[src/design/stereo_flanger_defines.svh]
// assertion macros for the stereo flanger
`ifndef STEREO_FLANGER_DEFINES_SVH
`define STEREO_FLANGER_DEFINES_SVH

`ifndef SYNTHESIS
`define SFL_ASSERT_IMP(lbl, ante, cons) \
  lbl: assert property (@(posedge clk) disable iff (!rst_n) (ante) |-> (cons)) \
    else $error("stereo_flanger: same-cycle check failed");
`define SFL_ASSERT_NEXT(lbl, ante, cons) \
  lbl: assert property (@(posedge clk) disable iff (!rst_n) (ante) |=> (cons)) \
    else $error("stereo_flanger: next-cycle check failed");
`else
`define SFL_ASSERT_IMP(lbl, ante, cons)
`define SFL_ASSERT_NEXT(lbl, ante, cons)
`endif

`endif

[src/design/sfl_pkg.sv]
package sfl_pkg;

  localparam int SAMPLE_W   = 16;
  localparam int LFO_W      = 20;
  localparam int SWEEP_W    = 10;
  localparam int GAIN_W     = 16;
  localparam int HIST_LEN   = 1025;
  localparam int HIST_AW    = $clog2(HIST_LEN);
  localparam int FILL_W     = $clog2(HIST_LEN + 1);
  localparam int SINE_LEN   = 1024;
  localparam int PHASE_W    = $clog2(SINE_LEN);
  localparam int QUO_W      = PHASE_W + 1;
  localparam int MUL_W      = 18;
  localparam int PROD_W     = 2 * MUL_W;
  localparam int DLY_W      = 20;
  localparam int IP_W       = DLY_W - 8;
  localparam int X_W        = HIST_AW + 2;
  localparam int CFG_IDX_W  = 2;
  localparam int CFG_DATA_W = 20;

  localparam logic [16:0] COEF_A = 17'd102944;
  localparam logic [15:0] COEF_B = 16'd42334;
  localparam logic [12:0] COEF_C = 13'd5223;

  // fixed 250 sample offset in q12.8
  localparam logic signed [DLY_W-1:0] BASE_DELAY_Q8 = DLY_W'(250 * 256);
  localparam logic signed [X_W-1:0]   HIST_X        = X_W'(HIST_LEN);

  localparam logic [LFO_W-1:0]   LFO_PERIOD_RST = LFO_W'(44100);
  localparam logic [SWEEP_W-1:0] SWEEP_RST      = SWEEP_W'(100);
  localparam logic [GAIN_W-1:0]  GAIN_RST       = GAIN_W'(16384);

  typedef enum logic [CFG_IDX_W-1:0] {
    CFG_LFO_PERIOD = 2'd0,
    CFG_SWEEP      = 2'd1,
    CFG_WET_GAIN   = 2'd2
  } sfl_cfg_idx_t;

  typedef struct packed {
    logic signed [SAMPLE_W-1:0] left_in;
    logic signed [SAMPLE_W-1:0] right_in;
    logic                       last_in_block;
  } sfl_in_t;

  typedef struct packed {
    logic signed [SAMPLE_W-1:0] left_out;
    logic signed [SAMPLE_W-1:0] right_out;
    logic                       last_out;
  } sfl_out_t;

  typedef struct packed {
    logic signed [SAMPLE_W-1:0] left;
    logic signed [SAMPLE_W-1:0] right;
  } sfl_pair_t;

  typedef struct packed {
    logic               wr;
    logic               rd;
    logic [HIST_AW-1:0] addr;
  } sfl_hist_req_t;

  typedef enum logic [4:0] {
    ST_IDLE,
    ST_WRITE,
    ST_DIV,
    ST_SQ,
    ST_CU,
    ST_BSUB,
    ST_TU2,
    ST_ASUB,
    ST_TU,
    ST_SIN,
    ST_SWP,
    ST_DLY,
    ST_OFS,
    ST_WRAP0,
    ST_WRAP1,
    ST_RDA,
    ST_RDB,
    ST_DIFF,
    ST_IML,
    ST_IMR,
    ST_GNL,
    ST_GNR,
    ST_RESR,
    ST_OUT
  } sfl_state_t;

endpackage

[src/design/sfl_div.sv]
module sfl_div (
  input  logic                        clk,
  input  logic                        rst_n,
  input  logic                        start,
  input  logic [sfl_pkg::LFO_W-1:0]   dividend,
  input  logic [sfl_pkg::LFO_W-1:0]   divisor,
  output logic                        done,
  output logic [sfl_pkg::QUO_W-1:0]   quotient
);
  import sfl_pkg::*;

  localparam int CNT_W = $clog2(QUO_W + 1);

  logic [LFO_W-1:0] rem_r;
  logic [LFO_W-1:0] dvs_r;
  logic [QUO_W-1:0] bits_r;
  logic [QUO_W-1:0] q_r;
  logic [CNT_W-1:0] cnt_r;
  logic             busy_r;
  logic             done_r;
  logic [LFO_W:0]   r2;
  logic [LFO_W:0]   r2_sub;
  logic             ge;

  // restoring division of dividend * 2^PHASE_W, one quotient bit a cycle
  assign r2     = {rem_r, bits_r[QUO_W-1]};
  assign r2_sub = r2 - {1'b0, dvs_r};
  assign ge     = (r2 >= {1'b0, dvs_r});

  always_ff @(posedge clk) begin
    if (!rst_n) begin
      busy_r <= 1'b0;
      done_r <= 1'b0;
      cnt_r  <= '0;
    end else begin
      done_r <= 1'b0;
      if (start) begin
        busy_r <= 1'b1;
        cnt_r  <= CNT_W'(QUO_W);
      end else if (busy_r) begin
        cnt_r <= cnt_r - 1'b1;
        if (cnt_r == CNT_W'(1)) begin
          busy_r <= 1'b0;
          done_r <= 1'b1;
        end
      end
    end
  end

  always_ff @(posedge clk) begin
    if (start) begin
      rem_r  <= {1'b0, dividend[LFO_W-1:1]};
      bits_r <= {dividend[0], {PHASE_W{1'b0}}};
      dvs_r  <= divisor;
      q_r    <= '0;
    end else if (busy_r) begin
      rem_r  <= ge ? r2_sub[LFO_W-1:0] : r2[LFO_W-1:0];
      bits_r <= {bits_r[QUO_W-2:0], 1'b0};
      q_r    <= {q_r[QUO_W-2:0], ge};
    end
  end

  assign done     = done_r;
  assign quotient = q_r;

endmodule

[config.mk]
export PLATFORM = sky130hd
export DESIGN_NAME = sfl_div
export DESIGN_NICKNAME = d
export VERILOG_FILES = /design/src/design/stereo_flanger_defines.svh /design/src/design/sfl_pkg.sv /design/src/design/sfl_div.sv
export SDC_FILE = /design/constraint.sdc
export NUM_CORES = 1
export LEC_CHECK = 0
export ABC_AREA = 1
export BUFFER_PORTS_ARGS = -buffer_cell sky130_fd_sc_hd__buf_2
export CAP_MARGIN = 15
export CORE_MARGIN = 10
export CORE_UTILIZATION = 53
export CTS_CLUSTER_SIZE = 24
export DETAILED_ROUTE_END_ITERATION = 8
export PLACE_DENSITY = 0.77
export SYNTH_ARGS = -nofsm -noshare
export SYNTH_HDL_FRONTEND = slang
export SYNTH_SLANG_ARGS = --single-unit
[constraint.sdc]
create_clock -name clk -period 1.9 [get_ports clk]
set_input_delay 0.095 -clock clk [delete_from_list [all_inputs] [get_ports clk]]
set_output_delay 0.095 -clock clk [all_outputs]
set_load 0.01 [all_outputs]
# Yosys cells after proc, flatten, opt, wreduce, memory -nomap -nowiden
# Index checks and enable logic that the tools add are counted.
[word_totals]
ff_bits = 58
latchBits = 0
mem_bits_rw = 0
rom_bits = 0
inputBits = 43
out_inout_bits = 12
elab_cells = 29
n_memories = 0
[op_classes]
addsub = 2
n_mul = 0
div = 0
order_cmp = 1
n_eq_ne = 1
n_shift = 0
muxes = 11
bitwise_logic = 2
n_reduce_logical = 3
[op_table]
columns = ["op", "count"]
rows = [
  ["two-way mux 19 bit", 2],
  ["two-way mux 11 bit", 2],
  [">= comparator 21 x 20 -> 1 bit", 1],
  ["two-way mux 20 bit", 1],
  ["subtractor 20 bit", 1],
  ["two-way mux 4 bit", 2],
  ["== test 4 x 1 -> 1 bit, second input constant", 1],
  ["two-way mux 1 bit", 4],
  ["subtractor 4 x 1 -> 4 bit, second input constant", 1],
  ["OR reduction 3 bit", 1],
  ["inverter 1 bit", 2],
  ["nonzero test 2 bit", 1],
  ["OR reduction 2 bit", 1],
]

# Logic depth before layout (Yosys ltp)
[depth]
word_depth = 4
mapped_depth = 15
mapped_depth_nobuf = 15

# Worst setup path after synthesis
# OpenSTA, ideal clock, no wires.
[synth_path]
path_type = "register to register"
start = "register bits_r[10]"
end = "register rem_r[16] (data pin)"
setup_ns = 0.253
t_arrival_ns = 1.717
required_ns = 1.647
path_slack_ns = -0.070
path_stages_with_launch = 15
n_path_buf = 0
synth_period_minus_slack_ns = 1.970
path_cell_list = "edfxtp_1 inv_1 ha_1 inv_1 fa_1 nand2_1 nand3_1 nand3_1 nand2_1 nand2_1 nand3b_1 nand2_1 nand2_1 nand3_1 nand2_1"
[synth_between]
elab_chain_cells = 4
word_cells_on_any_way = 5
classes_between = "1 x add/sub; 1 x order compare; 3 x mux"
[synth_lines]
columns = ["item", "line", "source"]
rows = [
  ["start, declared", "sfl_div.sv:16", "logic [QUO_W-1:0] bits_r;"],
  ["start signal, assigned", "sfl_div.sv:53", "bits_r <= {dividend[0], {PHASE_W{1'b0}}};"],
  ["start signal, assigned", "sfl_div.sv:58", "bits_r <= {bits_r[QUO_W-2:0], 1'b0};"],
  ["subtractor 20 bit / >= comparator 21 x 20 -> 1 bit (equally long branches)", "sfl_div.sv:27, sfl_div.sv:28", ""],
  ["two-way mux 20 bit (*)", "sfl_div.sv:57", "rem_r <= ge ? r2_sub[LFO_W-1:0] : r2[LFO_W-1:0];"],
  ["two-way mux 19 bit (*)", "sfl_div.sv:56", "end else if (busy_r) begin"],
  ["two-way mux 19 bit (*)", "sfl_div.sv:51", "if (start) begin"],
  ["end signal, assigned", "sfl_div.sv:52", "rem_r <= {1'b0, dividend[LFO_W-1:1]};"],
  ["end signal, assigned", "sfl_div.sv:57", ""],
  ["end, declared", "sfl_div.sv:14", "logic [LFO_W-1:0] rem_r;"],
]
# Mark *: on every way between the ends. The rest lies on a longest branch, timed or not. The select of a mux whose other input is x is not followed.
# A chain may end at the register's enable or synchronous reset.

# Worst setup path in the final report
[layout_path]
start = "register rem_r[16]"
end = "register rem_r[18] (data pin)"
[layout_between]
elab_chain_cells = 4
word_cells_on_any_way = 5
classes_between = "1 x add/sub; 1 x order compare; 3 x mux"
[layout_lines]
columns = ["item", "line"]
rows = [
  ["subtractor 20 bit / >= comparator 21 x 20 -> 1 bit (equally long branches)", "sfl_div.sv:27, sfl_div.sv:28"],
  ["two-way mux 20 bit (*)", "sfl_div.sv:57"],
  ["two-way mux 19 bit (*)", "sfl_div.sv:56"],
  ["two-way mux 19 bit (*)", "sfl_div.sv:51"],
]
# Marks and branches as above.

==> results by group <==
Critical path
  • Crit path required time: 2010 ps
  • RR Endpoint: rem_r[18]$_DFFE_PP_
  • Max stage delay on crit path: 470 ps
  • RR Startpoint: rem_r[16]$_DFFE_PP_
  • Arrival @ worst endpoint: 2240 ps
  • CP startpoint kind: flop
  • Cell count of the worst reg-to-reg path: 10
  • Worst setup path startpoint: rem_r[16]$_DFFE_PP_
  • Worst setup path endpoint: rem_r[18]$_DFFE_PP_
  • Crit-path slowest cell: edfxtp_1
  • R2r setup slk: -230 ps
  • CP max FO: 5
  • Critical Setup Path Class: reg2reg
  • CP endpoint kind: flop
  • CP Cell Sequence: ha_4 -> nand2_4 -> buf_6 -> nor4_4 -> nand2_8 -> nand2_8 -> buf_8 -> nand3_2 -> nand2_2 -> nand2_1
  • Worst path most repeated cell: nand2_8

Clocking
  • Cts bufs inserted: 9
  • Clk pin slew, worst setup/hold paths: 70 ps
  • CTS max path bufs: 2
  • Clock latency on the worst-skew pair: 350 ps
  • Clock Sinks: 58
  • H-tree depth: 3
  • Root Driver: clkbuf_8
  • CTS tree: built

Finish
  • Area growth, synth to finish: 50.3%
  • Share of cells above drive strength 1: 37.6%
  • # diodes: 0
  • Filler Cells Inserted: 440
  • Final Cell Area: 5910 sq um
  • Layout Cells excl Fill: 799
  • Nets: 761
  • FF/Latch Area: 1560 sq um
  • Core Util, Final: 81.5%
  • Area of the multi-input gates: 2460 sq um

Timing
  • Fmax achieved: 0.469 GHz
  • Final setup fails: 21
  • Setup TNS: -4290 ps
  • Rel. slew slack: 67.8%
  • Max Slew Vio Count: 0
  • RSZ-0062 raised after global routing: true
  • Minimum clock period: 2130 ps
  • Skew final: 8.69 ps
  • Final hold violations: 0
  • Final Cycle Share: 112%
  • Final worst slack: -230 ps
  • Slew @ Worst Pin: 482 ps

Global route
  • Initial antenna violation count: 0
  • Vias in the first global route: 4088
  • Largest net degree at the start of global routing: 26
  • Global-route wire length before repair: 18.4 mm
  • Remaining Overflow, GRT: 0
  • Total track usage: 19.7%

Floorplan
  • Die ar.: 11300 sq um
  • FP Rows: 31
  • Die Wd: 106 um
  • Die Y: 106 um
  • Core box area: 7250 sq um
  • IO Count: 55
  • Initial Util: 54.3%

Synth
  • Avg Cell Area, Syn: 7.25 sq um
  • Post-Syn Nets: 609
  • Flops & latches, synth: 58
  • Post-Syn Area: 3940 sq um
  • Seq/Total Area, Yosys: 39.7%
  • Area leader, netlist: edfxtp_1
  • Synth cell types: 32
  • Synth top area cells: edfxtp_1 (31%), nand2_1 (19%), inv_1 (10%)
  • Yosys top cell area share: 30.5%
  • Ys Warns: 0
  • Syn Inst Count: 543

Pwr
  • Power per cell area: 1100 nW/um^2
  • Flop pwr share: 25.9%
  • Net Sw Frac: 38.9%
  • Worst vdd ir: 0.540 mV
  • Comb power frac: 54.8%
  • Clk pwr share: 19.3%
  • Leakage: 2.92 nW
  • Internal power consumption: 0.00396 W
  • Net Sw Power: 0.00252 W

Placement
  • Port buffer count: 54
  • Pre-CTS WS: -315 ps
  • Placed cells: 746
  • Dpl cell area: 4840 sq um
  • Gpl congestion: 0.945
  • Post-DP HPWL: 8.02 mm

Routing
  • DRC Markers: 0
  • Initial DRT Pass Iterations: 5
  • Vias: 4035
  • Vias/cell: 5.05
  • Number of DRC markers in iteration 0: 283
  • Routed length per instance: 15.0 um
  • Final ANT Viol Nets: 0
  • Total Wirelength: 12.0 mm

Worst hold path
  • Worst Hold Class: in2reg
  • Hold Path Origin: dividend[12]

Outcome
  • Violated checks: negative setup slack
  • Status: complete, but fails checks

Flow run
  • Max-Cap Viols: 0
==> how the worst min path moves through the flow <==
stage	end	cells after the start
detailed placement	dvs_r[14]$_DFFE_PP_	1
CTS	rem_r[6]$_DFFE_PP_	3
global placement	dvs_r[6]$_DFFE_PP_	1
finish	rem_r[11]$_DFFE_PP_	3
global route	rem_r[10]$_DFFE_PP_	3
floorplan	dvs_r[0]$_DFFE_PP_	0
==> registers in the layout, summed over array words and instances (netlist names) <==
signal and count:
done 1, quotient 11, cnt_r 4, dvs_r 20, bits_r 1, rem_r 20
busy_r 1
==> logic make-up after synthesis <==
group	synth area share, %
fa+ha+maj	7.50
flops	39.7
compound gates	4.42
simple gates	33.9
buf+inv	13.0
xor+xnor	1.56
==> metrics by stage <==
stage,total power (W),hold slack [ps]
floorplan,0.00336,194
global placement,0.00420,271
detailed placement,0.00427,273
CTS,0.00590,2.64
global route,0.00688,15.8
finish,0.00649,6.75
==> per-layer routing <==
metal	routed length [um]	track usage (%)	up-vias
met5	0	0	-
met4	312	6.48	0
met3	598	5.07	30
met2	6110	34.5	113
met1	4960	23.0	1888
li1	-	-	2004
==> synthesized netlist by cell type <==
master      n
nand4_1     3
or2_2       1
nor3_1      3
o31ai_1     1
nor4_4      1
inv_1     108
nand3b_1   20
nand3_1    38
o21a_1      1
nor2_2      4
edfxtp_1   40
a31oi_1     1
nor2_1     31
clkinv_1    1
nand2_2     5
o21ai_0     5
fa_1        1
nand3_2     2
ha_1       22
xnor2_1     5
a21oi_1    11
buf_6       5
o211ai_1    1
o22ai_1     9
buf_8       1
dfxtp_1    18
xor2_1      2
and2_1      1
a221oi_1    1
buf_4       2
nand2_1   195
clkbuf_1    4
==> critical path, delay by kind of cell (launching register included) <==
family        cells  cell delay, ps
buf+inv           2             260
flops             1             470
fa+ha+maj         1             340
simple gates      7             810
==> what timing repair did <==
action                                 CTS  global route
setup endpoints to repair               21            21
resized for setup                       46            86
hold buffers                            23             0
cloned                                   1             1
buffers inserted                         8             4
endpoints found under the hold margin   23             0
pin swaps                                8            44
==> layout by cell type, fill, tap and decap left out, drive strengths merged, types with 11 or more instances in the layout <==
master,instances
a21oi,11
buf,129
clkbuf,14
dfxtp,18
dlygate4sd3,23
edfxtp,40
ha,22
inv,110
nand2,200
nand3,40
nand3b,20
nor2,35
==> final cells by class <==
| type | count | area share (%) |
|---|---|---|
| Timing Repair Buffer | 153 | 19.4 |
| Tap cell | 99 | 2.09 |
| Clock buffer | 13 | 2.88 |
| Clock inverter | 3 | 0.719 |
| Sequential cell | 58 | 26.4 |
| Inverter | 109 | 6.92 |
| Multi-Input combinational cell | 364 | 41.6 |
==> power by group through the flow <==
stage | combinational, W | sequential (W) | clock [W]
3_3_place_gp | 0.00252 | 0.00168 | 0
3_5_place_dp | 0.00258 | 0.00168 | 0
2_1_floorplan | 0.00169 | 0.00166 | 0
6_report | 0.00356 | 0.00168 | 0.00125
5_1_grt | 0.00387 | 0.00170 | 0.00132
4_1_cts | 0.00296 | 0.00167 | 0.00127
Power figures use the tool's default switching activity.
