===== src/design/stereo_flanger_defines.svh =====
// assertion macros for the stereo flanger
`ifndef STEREO_FLANGER_DEFINES_SVH
`define STEREO_FLANGER_DEFINES_SVH

`ifndef SYNTHESIS
`define SFL_ASSERT_IMP(lbl, ante, cons) \
  lbl: assert property (@(posedge clk) disable iff (!rst_n) (ante) |-> (cons)) \
    else $error("stereo_flanger: same-cycle check failed");
`define SFL_ASSERT_NEXT(lbl, ante, cons) \
  lbl: assert property (@(posedge clk) disable iff (!rst_n) (ante) |=> (cons)) \
    else $error("stereo_flanger: next-cycle check failed");
`else
`define SFL_ASSERT_IMP(lbl, ante, cons)
`define SFL_ASSERT_NEXT(lbl, ante, cons)
`endif

`endif


===== src/design/sfl_pkg.sv =====
package sfl_pkg;

  localparam int SAMPLE_W   = 16;
  localparam int LFO_W      = 20;
  localparam int SWEEP_W    = 10;
  localparam int GAIN_W     = 16;
  localparam int HIST_LEN   = 1025;
  localparam int HIST_AW    = $clog2(HIST_LEN);
  localparam int FILL_W     = $clog2(HIST_LEN + 1);
  localparam int SINE_LEN   = 1024;
  localparam int PHASE_W    = $clog2(SINE_LEN);
  localparam int QUO_W      = PHASE_W + 1;
  localparam int MUL_W      = 18;
  localparam int PROD_W     = 2 * MUL_W;
  localparam int DLY_W      = 20;
  localparam int IP_W       = DLY_W - 8;
  localparam int X_W        = HIST_AW + 2;
  localparam int CFG_IDX_W  = 2;
  localparam int CFG_DATA_W = 20;

  localparam logic [16:0] COEF_A = 17'd102944;
  localparam logic [15:0] COEF_B = 16'd42334;
  localparam logic [12:0] COEF_C = 13'd5223;

  // fixed 250 sample offset in q12.8
  localparam logic signed [DLY_W-1:0] BASE_DELAY_Q8 = DLY_W'(250 * 256);
  localparam logic signed [X_W-1:0]   HIST_X        = X_W'(HIST_LEN);

  localparam logic [LFO_W-1:0]   LFO_PERIOD_RST = LFO_W'(44100);
  localparam logic [SWEEP_W-1:0] SWEEP_RST      = SWEEP_W'(100);
  localparam logic [GAIN_W-1:0]  GAIN_RST       = GAIN_W'(16384);

  typedef enum logic [CFG_IDX_W-1:0] {
    CFG_LFO_PERIOD = 2'd0,
    CFG_SWEEP      = 2'd1,
    CFG_WET_GAIN   = 2'd2
  } sfl_cfg_idx_t;

  typedef struct packed {
    logic signed [SAMPLE_W-1:0] left_in;
    logic signed [SAMPLE_W-1:0] right_in;
    logic                       last_in_block;
  } sfl_in_t;

  typedef struct packed {
    logic signed [SAMPLE_W-1:0] left_out;
    logic signed [SAMPLE_W-1:0] right_out;
    logic                       last_out;
  } sfl_out_t;

  typedef struct packed {
    logic signed [SAMPLE_W-1:0] left;
    logic signed [SAMPLE_W-1:0] right;
  } sfl_pair_t;

  typedef struct packed {
    logic               wr;
    logic               rd;
    logic [HIST_AW-1:0] addr;
  } sfl_hist_req_t;

  typedef enum logic [4:0] {
    ST_IDLE,
    ST_WRITE,
    ST_DIV,
    ST_SQ,
    ST_CU,
    ST_BSUB,
    ST_TU2,
    ST_ASUB,
    ST_TU,
    ST_SIN,
    ST_SWP,
    ST_DLY,
    ST_OFS,
    ST_WRAP0,
    ST_WRAP1,
    ST_RDA,
    ST_RDB,
    ST_DIFF,
    ST_IML,
    ST_IMR,
    ST_GNL,
    ST_GNR,
    ST_RESR,
    ST_OUT
  } sfl_state_t;

endpackage


===== src/design/sfl_mul.sv =====
module sfl_mul (
  input  logic                              clk,
  input  logic                              en,
  input  logic signed [sfl_pkg::MUL_W-1:0]  a,
  input  logic signed [sfl_pkg::MUL_W-1:0]  b,
  output logic signed [sfl_pkg::PROD_W-1:0] p
);
  import sfl_pkg::*;

  logic signed [PROD_W-1:0] p_r;

  always_ff @(posedge clk) begin
    if (en) begin
      p_r <= a * b;
    end
  end

  assign p = p_r;

endmodule


===== config.mk =====
export PLATFORM = sky130hd
export DESIGN_NAME = sfl_mul
export DESIGN_NICKNAME = d
export VERILOG_FILES = /design/src/design/stereo_flanger_defines.svh /design/src/design/sfl_pkg.sv /design/src/design/sfl_mul.sv
export SDC_FILE = /design/constraint.sdc
export NUM_CORES = 1
export LEC_CHECK = 0
export ABC_AREA = 1
export ABC_CLOCK_PERIOD_IN_PS = 8200
export BUFFER_PORTS_ARGS = -buffer_cell sky130_fd_sc_hd__buf_2
export CORE_UTILIZATION = 50
export CTS_BUF_LIST = sky130_fd_sc_hd__clkbuf_8 sky130_fd_sc_hd__clkbuf_16
export CTS_CLUSTER_SIZE = 24
export DETAILED_ROUTE_END_ITERATION = 10
export HOLD_SLACK_MARGIN = 0.05
export PLACE_DENSITY = 0.67
export SYNTH_ARGS = -nofsm -noshare
export SYNTH_HDL_FRONTEND = slang
export SYNTH_SLANG_ARGS = --single-unit

===== constraint.sdc =====
create_clock -name clk -period 8.2 [get_ports clk]
set_clock_uncertainty 0.2 [all_clocks]
set_input_delay 1.64 -clock clk [delete_from_list [all_inputs] [get_ports clk]]
set_output_delay 1.64 -clock clk [all_outputs]
set_load 0.01 [all_outputs]

# Word level (Yosys, flattened, before mapping)
# Index checks and enable logic that the tools add are counted.
[word_totals]
reg_bits = 36
input_bits = 38
output_inout_bits = 36
word_cells = 2
[op_classes]
mul = 1
[ops]
columns = ["op", "n"]
rows = [
  ["$mul A18 B18 Y36", 1],
]

# Logic depth before layout (Yosys ltp)
# Gate-level depths: netlist of run 1.
[depth]
ltp_word = 1
mapped_depth = 29
depth_no_buf = 27

# Worst setup path after synthesis of run 1
# No wires, ideal clock.
[synth_timing]
path_type = "input to register"
start = "in b[4] (netlist bit)"
end = "reg p_r[33] (netlist: p[33]) (data pin)"
setup_time_ns = 0.252
arrival_ns = 6.771
required_time_ns = 7.748
setup_slack_ns = 0.977
cell_stages = 21
path_cell_list = "clkbuf_1 -> clkbuf_1 -> nand2_1 -> fa_1 -> inv_1 -> fa_1 -> fa_1 -> fa_1 -> fa_1 -> inv_1 -> fa_1 -> inv_1 -> ha_1 -> nand2_1 -> inv_1 -> nand2_1 -> nor3_1 -> and2_1 -> nand2_1 -> nand3_1 -> nand2_1"
[synth_via]
elab_chain_len = 1
[synth_lines]
columns = ["element", "line", "text"]
rows = [
  ["start, declared", "sfl_mul.sv:5", "input logic signed [sfl_pkg::MUL_W-1:0] b,"],
  ["$mul A18 B18 Y36", "sfl_mul.sv:14", "p_r <= a * b;"],
  ["end signal, assigned", "sfl_mul.sv:14", ""],
  ["end, declared", "sfl_mul.sv:10", "logic signed [PROD_W-1:0] p_r;"],
]
# Every way passes these cells.
# A chain may end at the register's enable or synchronous reset.

# Worst setup path in the final report of run 1
[layout_timing]
start = "in a[17] (netlist bit)"
end = "reg p_r[25] (netlist: p[25]) (data pin)"
[layout_via]
elab_chain_len = 1
[layout_lines]
columns = ["element", "line", "text"]
rows = [
  ["start, declared", "sfl_mul.sv:4", "input logic signed [sfl_pkg::MUL_W-1:0] a,"],
  ["$mul A18 B18 Y36", "sfl_mul.sv:14", ""],
]
# Every way passes these cells.

==> results of run 1 <==
[cell usage in the layout, fill, tap and decap left out]
cell,n
clkinv_1,1
o21bai_1,6
nand2_2,6
nor2_1,59
or2_2,3
clkbuf_16,5
xnor2_1,3
and2_1,5
nor2_2,7
buf_2,73
a21o_1,1
nand2_1,503
nand3_1,33
ha_1,93
nand4_1,8
nand3b_1,2
diode_2,1
edfxtp_1,36
and2_4,1
a21oi_1,26
xor2_1,14
fa_1,329
o21ai_0,5
inv_1,607
inv_2,3
or2_1,1
nand3_2,1
buf_4,3
nor3_1,5
[final timing paths]
| check | startpoint | to | slack, ns | depth (start not counted) |
|---|---|---|---|---|
| max | a[17] | p[25] | 0.86 | 23 |
| min | b[0] | p[0] | 1.78 | 4 |
[worst max-delay path: stages]
cell	delay [ns]
buf_2	0.23
nand2_1	0.16
inv_1	0.09
fa_1	0.53
inv_1	0.13
fa_1	0.53
inv_1	0.07
ha_1	0.47
inv_1	0.23
fa_1	0.52
inv_1	0.05
fa_1	0.53
inv_1	0.05
fa_1	0.47
inv_1	0.04
ha_1	0.41
nand2_2	0.12
nor2_2	0.13
inv_1	0.07
nor2_1	0.29
nand4_1	0.20
nand4_1	0.14
nand2_1	0.07
[layout make-up]
cell class                 instances  area (µm²)  share of cell area
timing repair buffer              76         388              0.0259
tap                              378         473              0.0316
inverter                         608        2280               0.152
multi-input combinational       1111       10600               0.709
clock buffer                       5         125             0.00835
antenna                            1        2.50            0.000167
clock inverter                     3        11.3            0.000751
sequential                        36        1080              0.0721
[synth_stat cells]
library cell  number
a21o_1             1
a21oi_1           26
and2_1             5
and2_4             1
buf_1              3
clkbuf_1          68
edfxtp_1          36
fa_1             329
ha_1              93
inv_1            605
inv_2              3
nand2_1          503
nand2_2            6
nand3_1           33
nand3_2            1
nand3b_1           2
nand4_1            8
nor2_1            59
nor2_2             7
nor3_1             5
o21ai_0            5
o21bai_1           6
or2_1              1
or2_2              3
xnor2_1            3
xor2_1            14
[layer usage]
layer	global-route usage	routed length [µm]	vias up
li1	-	-	5069
met1	0.319	13900	5405
met2	0.461	17500	248
met3	0.0254	1480	54
met4	0.0625	872	0
met5	0	0	-
[cells by family (layout without fill, tap and decap cells)]
logic type	Yosys count	after routing	share of synthesized area
buffers and inverters	679	692	0.179
adder cells (fa/ha/maj)	422	422	0.544
XOR/XNOR	17	17	0.0104
AND/OR/NAND/NOR	634	634	0.177
other	0	1	0
AO/OA/AOI/OAI	38	38	0.0146
flip-flops	36	36	0.0758
[stage by stage]
stage | hold slack [ns] | util | instance area, µm² | worst slack, ns | std cells
after floorplan | 1.55 | - | 14300 | 0.977 | 1826
after global placement | 1.85 | 0.532 | 14900 | 0.713 | 2209
after detailed placement | 1.85 | 0.532 | 14900 | 0.559 | 2209
after CTS | 1.79 | 0.537 | 15000 | 0.871 | 2217
after global routing | 1.79 | 0.537 | 15000 | 0.519 | 2217
final | 1.78 | 0.537 | 15000 | 0.856 | 2218
==> summary.md, run 1 <==
| Metric | Value |
|---|---|
| Synth cell types | 26 |
| Num CTS Buffers | 5 |
| Post-Synthesis Cells | 1826 |
| CTS max path bufs | 2 |
| Post-synthesis net count | 2286 |
| Final nets | 2298 |
| Max-cap violations | 0 |
| Die Area | 29200 µm² |
| First DRT Iteration DRCs | 613 |
| Area contributors post-synth | fa_1 46%, inv_1 16%, nand2_1 13% |
| Die Wd | 171 µm |
| Total Routed Length | 33.7 mm |
| Vias | 10776 |
| Final min period | 7.34 ns |
| Status | completed |
| IO buf count | 73 |
| Initial core utilization | 0.510 |
| Final setup fails | 0 |
| Die height | 171 µm |
| Setup TNS | 0 ns |
| Fillers | 2667 |
| Crit end category | flip-flop |
| # Post-CTS Setup Buffers | 0 |
| Yosys Warn Count | 0 |
| CP Max Fanout | 18 |
| Area Overhead vs Synth | 5.14% |
| Syn_area_per_cell | 7.81 µm² |
| Slew margin rel. | 0.446 |
| # clock sinks | 36 |
| Initial antenna violation count | 1 |
| Row count | 61 |
| Vias in the first global route | 11401 |
| Post-synthesis sequential area ratio | 0.0758 |
| Layout cell share with drive strength beyond 1 | 0.0555 |
| Clock root cell | clkbuf_16 |
| Crit path kind | in2reg |
| Wire per inst | 15.2 µm |
| Final hold vios | 0 |
| Synth Register Bits | 36 |
| First-pass GRT wire length | 56.6 mm |
| DRC | 0 |
| Arr. time, crit path | 7.18 ns |
| Placer congestion estimate | 0.903 |
| Number of flip-flops in the largest register | 36 |
| Largest net degree at the start of global routing | 37 |
| Clock slew at reported path FFs | 0.05 ns |
| Hold Path Class | in2reg |
| Setup crit start kind | primary input |
| Worst Max-Slew Pin Slew | 0.832 ns |
| Synth area leader | fa_1 |
| I/O pins | 74 |
| Hpwl dp | 29.3 mm |
| TritonRoute pass-1 iters | 5 |
| GRT overflow | 0 |
| CTS Hold Bufs | 0 |
| CTS tree | yes |
| Max Slew Vio Count | 0 |
| WP data required | 8.03 ns |
| Post-synth top area share | 0.462 |
| Tcrit/Tclk final | 0.896 |
| Post-CTS sizing | 0 |
| RSZ-0062 raised after global routing | no |
| Final ANT Viol Nets | 0 |
| Vias per cell | 4.86 |
| Clock H-tree levels | 2 |
| Fmax | 136 MHz |
| Core Region | 27900 µm² |
| All-Layer GR Usage | 0.252 |
| Synth Cell Area | 14300 µm² |
Power of run 1 is left out: the tool's default activity adds up to more than one toggle a clock period on the data nets, which glitch-free logic cannot reach.
==> run 2, diff against run 1 <==
--- a/config.mk
+++ b/config.mk
@@ -6,7 +6,7 @@
 export NUM_CORES = 1
 export LEC_CHECK = 0
 export ABC_AREA = 1
-export ABC_CLOCK_PERIOD_IN_PS = 8200
+export ABC_CLOCK_PERIOD_IN_PS = 8400
 export BUFFER_PORTS_ARGS = -buffer_cell sky130_fd_sc_hd__buf_2
 export CORE_UTILIZATION = 50
 export CTS_BUF_LIST = sky130_fd_sc_hd__clkbuf_8 sky130_fd_sc_hd__clkbuf_16
==> constraint.sdc (replaced) <==
create_clock -name clk -period 8.4 [get_ports clk]
set_clock_uncertainty 0.2 [all_clocks]
set_input_delay 1.68 -clock clk [delete_from_list [all_inputs] [get_ports clk]]
set_output_delay 1.68 -clock clk [all_outputs]
set_load 0.01 [all_outputs]
==> run 2 against run 1 <==
Effect of this change: die area unchanged; count of clock-buffer cells in the layout unchanged; highest routed layer unchanged; non-clock buffer count decreased by 2; cell count about the same; first-iteration DRC count increased by 6.7%; critical path depth decreased by 3; hold slack got worse by 0.093 ns.
==> summary.md, run 2 (same netlist as run 1, synthesis figures left out) <==
| Metric | Value |
|---|---|
| Status | completed |
| Clock H-tree levels | 2 |
| Final ANT Viol Nets | 0 |
| Setup crit start kind | primary input |
| Max Slew Vio Count | 0 |
| Area Overhead vs Synth | 5.05% |
| Die Wd | 171 µm |
| Hold Crit Depth | 3 |
| # clock sinks | 36 |
| Most frequent cells in the layout | 605 x inv_1, 503 x nand2_1, 329 x fa_1, 93 x ha_1, 73 x buf_2 |
| First-pass GRT wire length | 57.0 mm |
| Crit path kind | in2reg |
| Critical-path cell list | buf_2 > nand2_1 > fa_1 > inv_1 > fa_1 > fa_1 > fa_1 > fa_1 > inv_1 > fa_1 > inv_1 > ha_1 > nand2_1 > inv_1 > nand2_1 > nor3_1 > and2_1 > nand2_1 > nand3_1 > nand2_1 |
| Largest net degree at the start of global routing | 37 |
| Total Routed Length | 34.0 mm |
| Die Area | 29200 µm² |
| First DRT Iteration DRCs | 654 |
| Most used cell along the critical path | fa_1 |
| Number of flip-flops in the largest register | 36 |
| GRT overflow | 0 |
| IO buf count | 73 |
| Crit end category | flip-flop |
| # Post-CTS Setup Buffers | 0 |
| WP data required | 8.25 ns |
| Fmax | 136 MHz |
| Leading cell type in the layout, fill and taps excluded | inv_1 |
| CP peak stage delay | 0.87 ns |
| TritonRoute pass-1 iters | 6 |
| Final hold vios | 0 |
| Clock slew at reported path FFs | 0.06 ns |
| Row count | 61 |
| Initial antenna violation count | 1 |
| Slew margin rel. | 0.435 |
| Worst Max-Slew Pin Slew | 0.847 ns |
| All-Layer GR Usage | 0.254 |
| CTS Hold Bufs | 0 |
| Hold path startpoint | a[0] |
| Arr. time, crit path | 7.22 ns |
| Post-CTS sizing | 0 |
| Hpwl dp | 29.4 mm |
| Vias in the first global route | 11473 |
| Clock root cell | clkbuf_16 |
| I/O pins | 74 |
| Die height | 171 µm |
| Wire per inst | 15.4 µm |
| Setup TNS | 0 ns |
| RSZ-0062 raised after global routing | no |
| CTS max path bufs | 2 |
| Vias | 10867 |
| Core Region | 27900 µm² |
| Vias per cell | 4.90 |
| CTS tree | yes |
| Max-cap violations | 0 |
| DRC | 0 |
| Tcrit/Tclk final | 0.878 |
| Layout cell share with drive strength beyond 1 | 0.0555 |
| Final setup fails | 0 |
| Crit path launch | b[3] |
| Final nets | 2296 |
| CP Max Fanout | 18 |
| Initial core utilization | 0.510 |
| Num CTS Buffers | 5 |
| Hold Path Class | in2reg |
| Placer congestion estimate | 0.859 |
| Worst hold endpoint | p[0] |
| Crit-path slowest cell | fa_1 |
| Final min period | 7.38 ns |
==> run 2: layer usage <==
metal  track usage  up-vias  share of wire
met2         0.478      291           0.53
met4        0.0602        0          0.021
li1              -     5067              -
met3        0.0282       42          0.054
met1         0.309     5467           0.40
met5             0        -              0
==> run 2: final cells by class <==
type | instances | area, µm²
Timing Repair Buffer | 74 | 373
Clock buffer | 5 | 125
Multi-Input combinational cell | 1111 | 10600
Tap cell | 378 | 473
Fill cell | 2730 | 13000
Antenna cell | 1 | 2.50
Sequential cell | 36 | 1080
Inverter | 608 | 2280
Clock inverter | 3 | 13.8
==> run 2: stage by stage <==
stage	setup WS (ns)	util	hold WS, ns	instance area (µm²)	instances
3_5_place_dp	0.686	0.531	1.89	14800	2207
2_1_floorplan	1.14	-	1.59	14300	1826
3_3_place_gp	0.839	0.531	1.89	14800	2207
4_1_cts	1.00	0.536	1.68	15000	2215
5_1_grt	0.577	0.536	1.69	15000	2215
6_report	1.02	0.536	1.69	15000	2216
==> run 2: worst max-delay path by stage <==
stage	end	slack, ns	depth (start not counted)
floorplan	p[33]	1.14	21
global placement	p[33]	0.84	20
detailed placement	p[33]	0.69	20
CTS	p[33]	1.00	20
global route	p[32]	0.58	24
finish	p[33]	1.02	20
==> run 2: worst max-delay path, delay by kind of cell <==
family	cells	cell delay, ns
buffers and inverters	5	0.70
and+or+nand+nor	8	1.00
adders and majority gates	7	3.81
Power of run 2 is left out for the same reason.
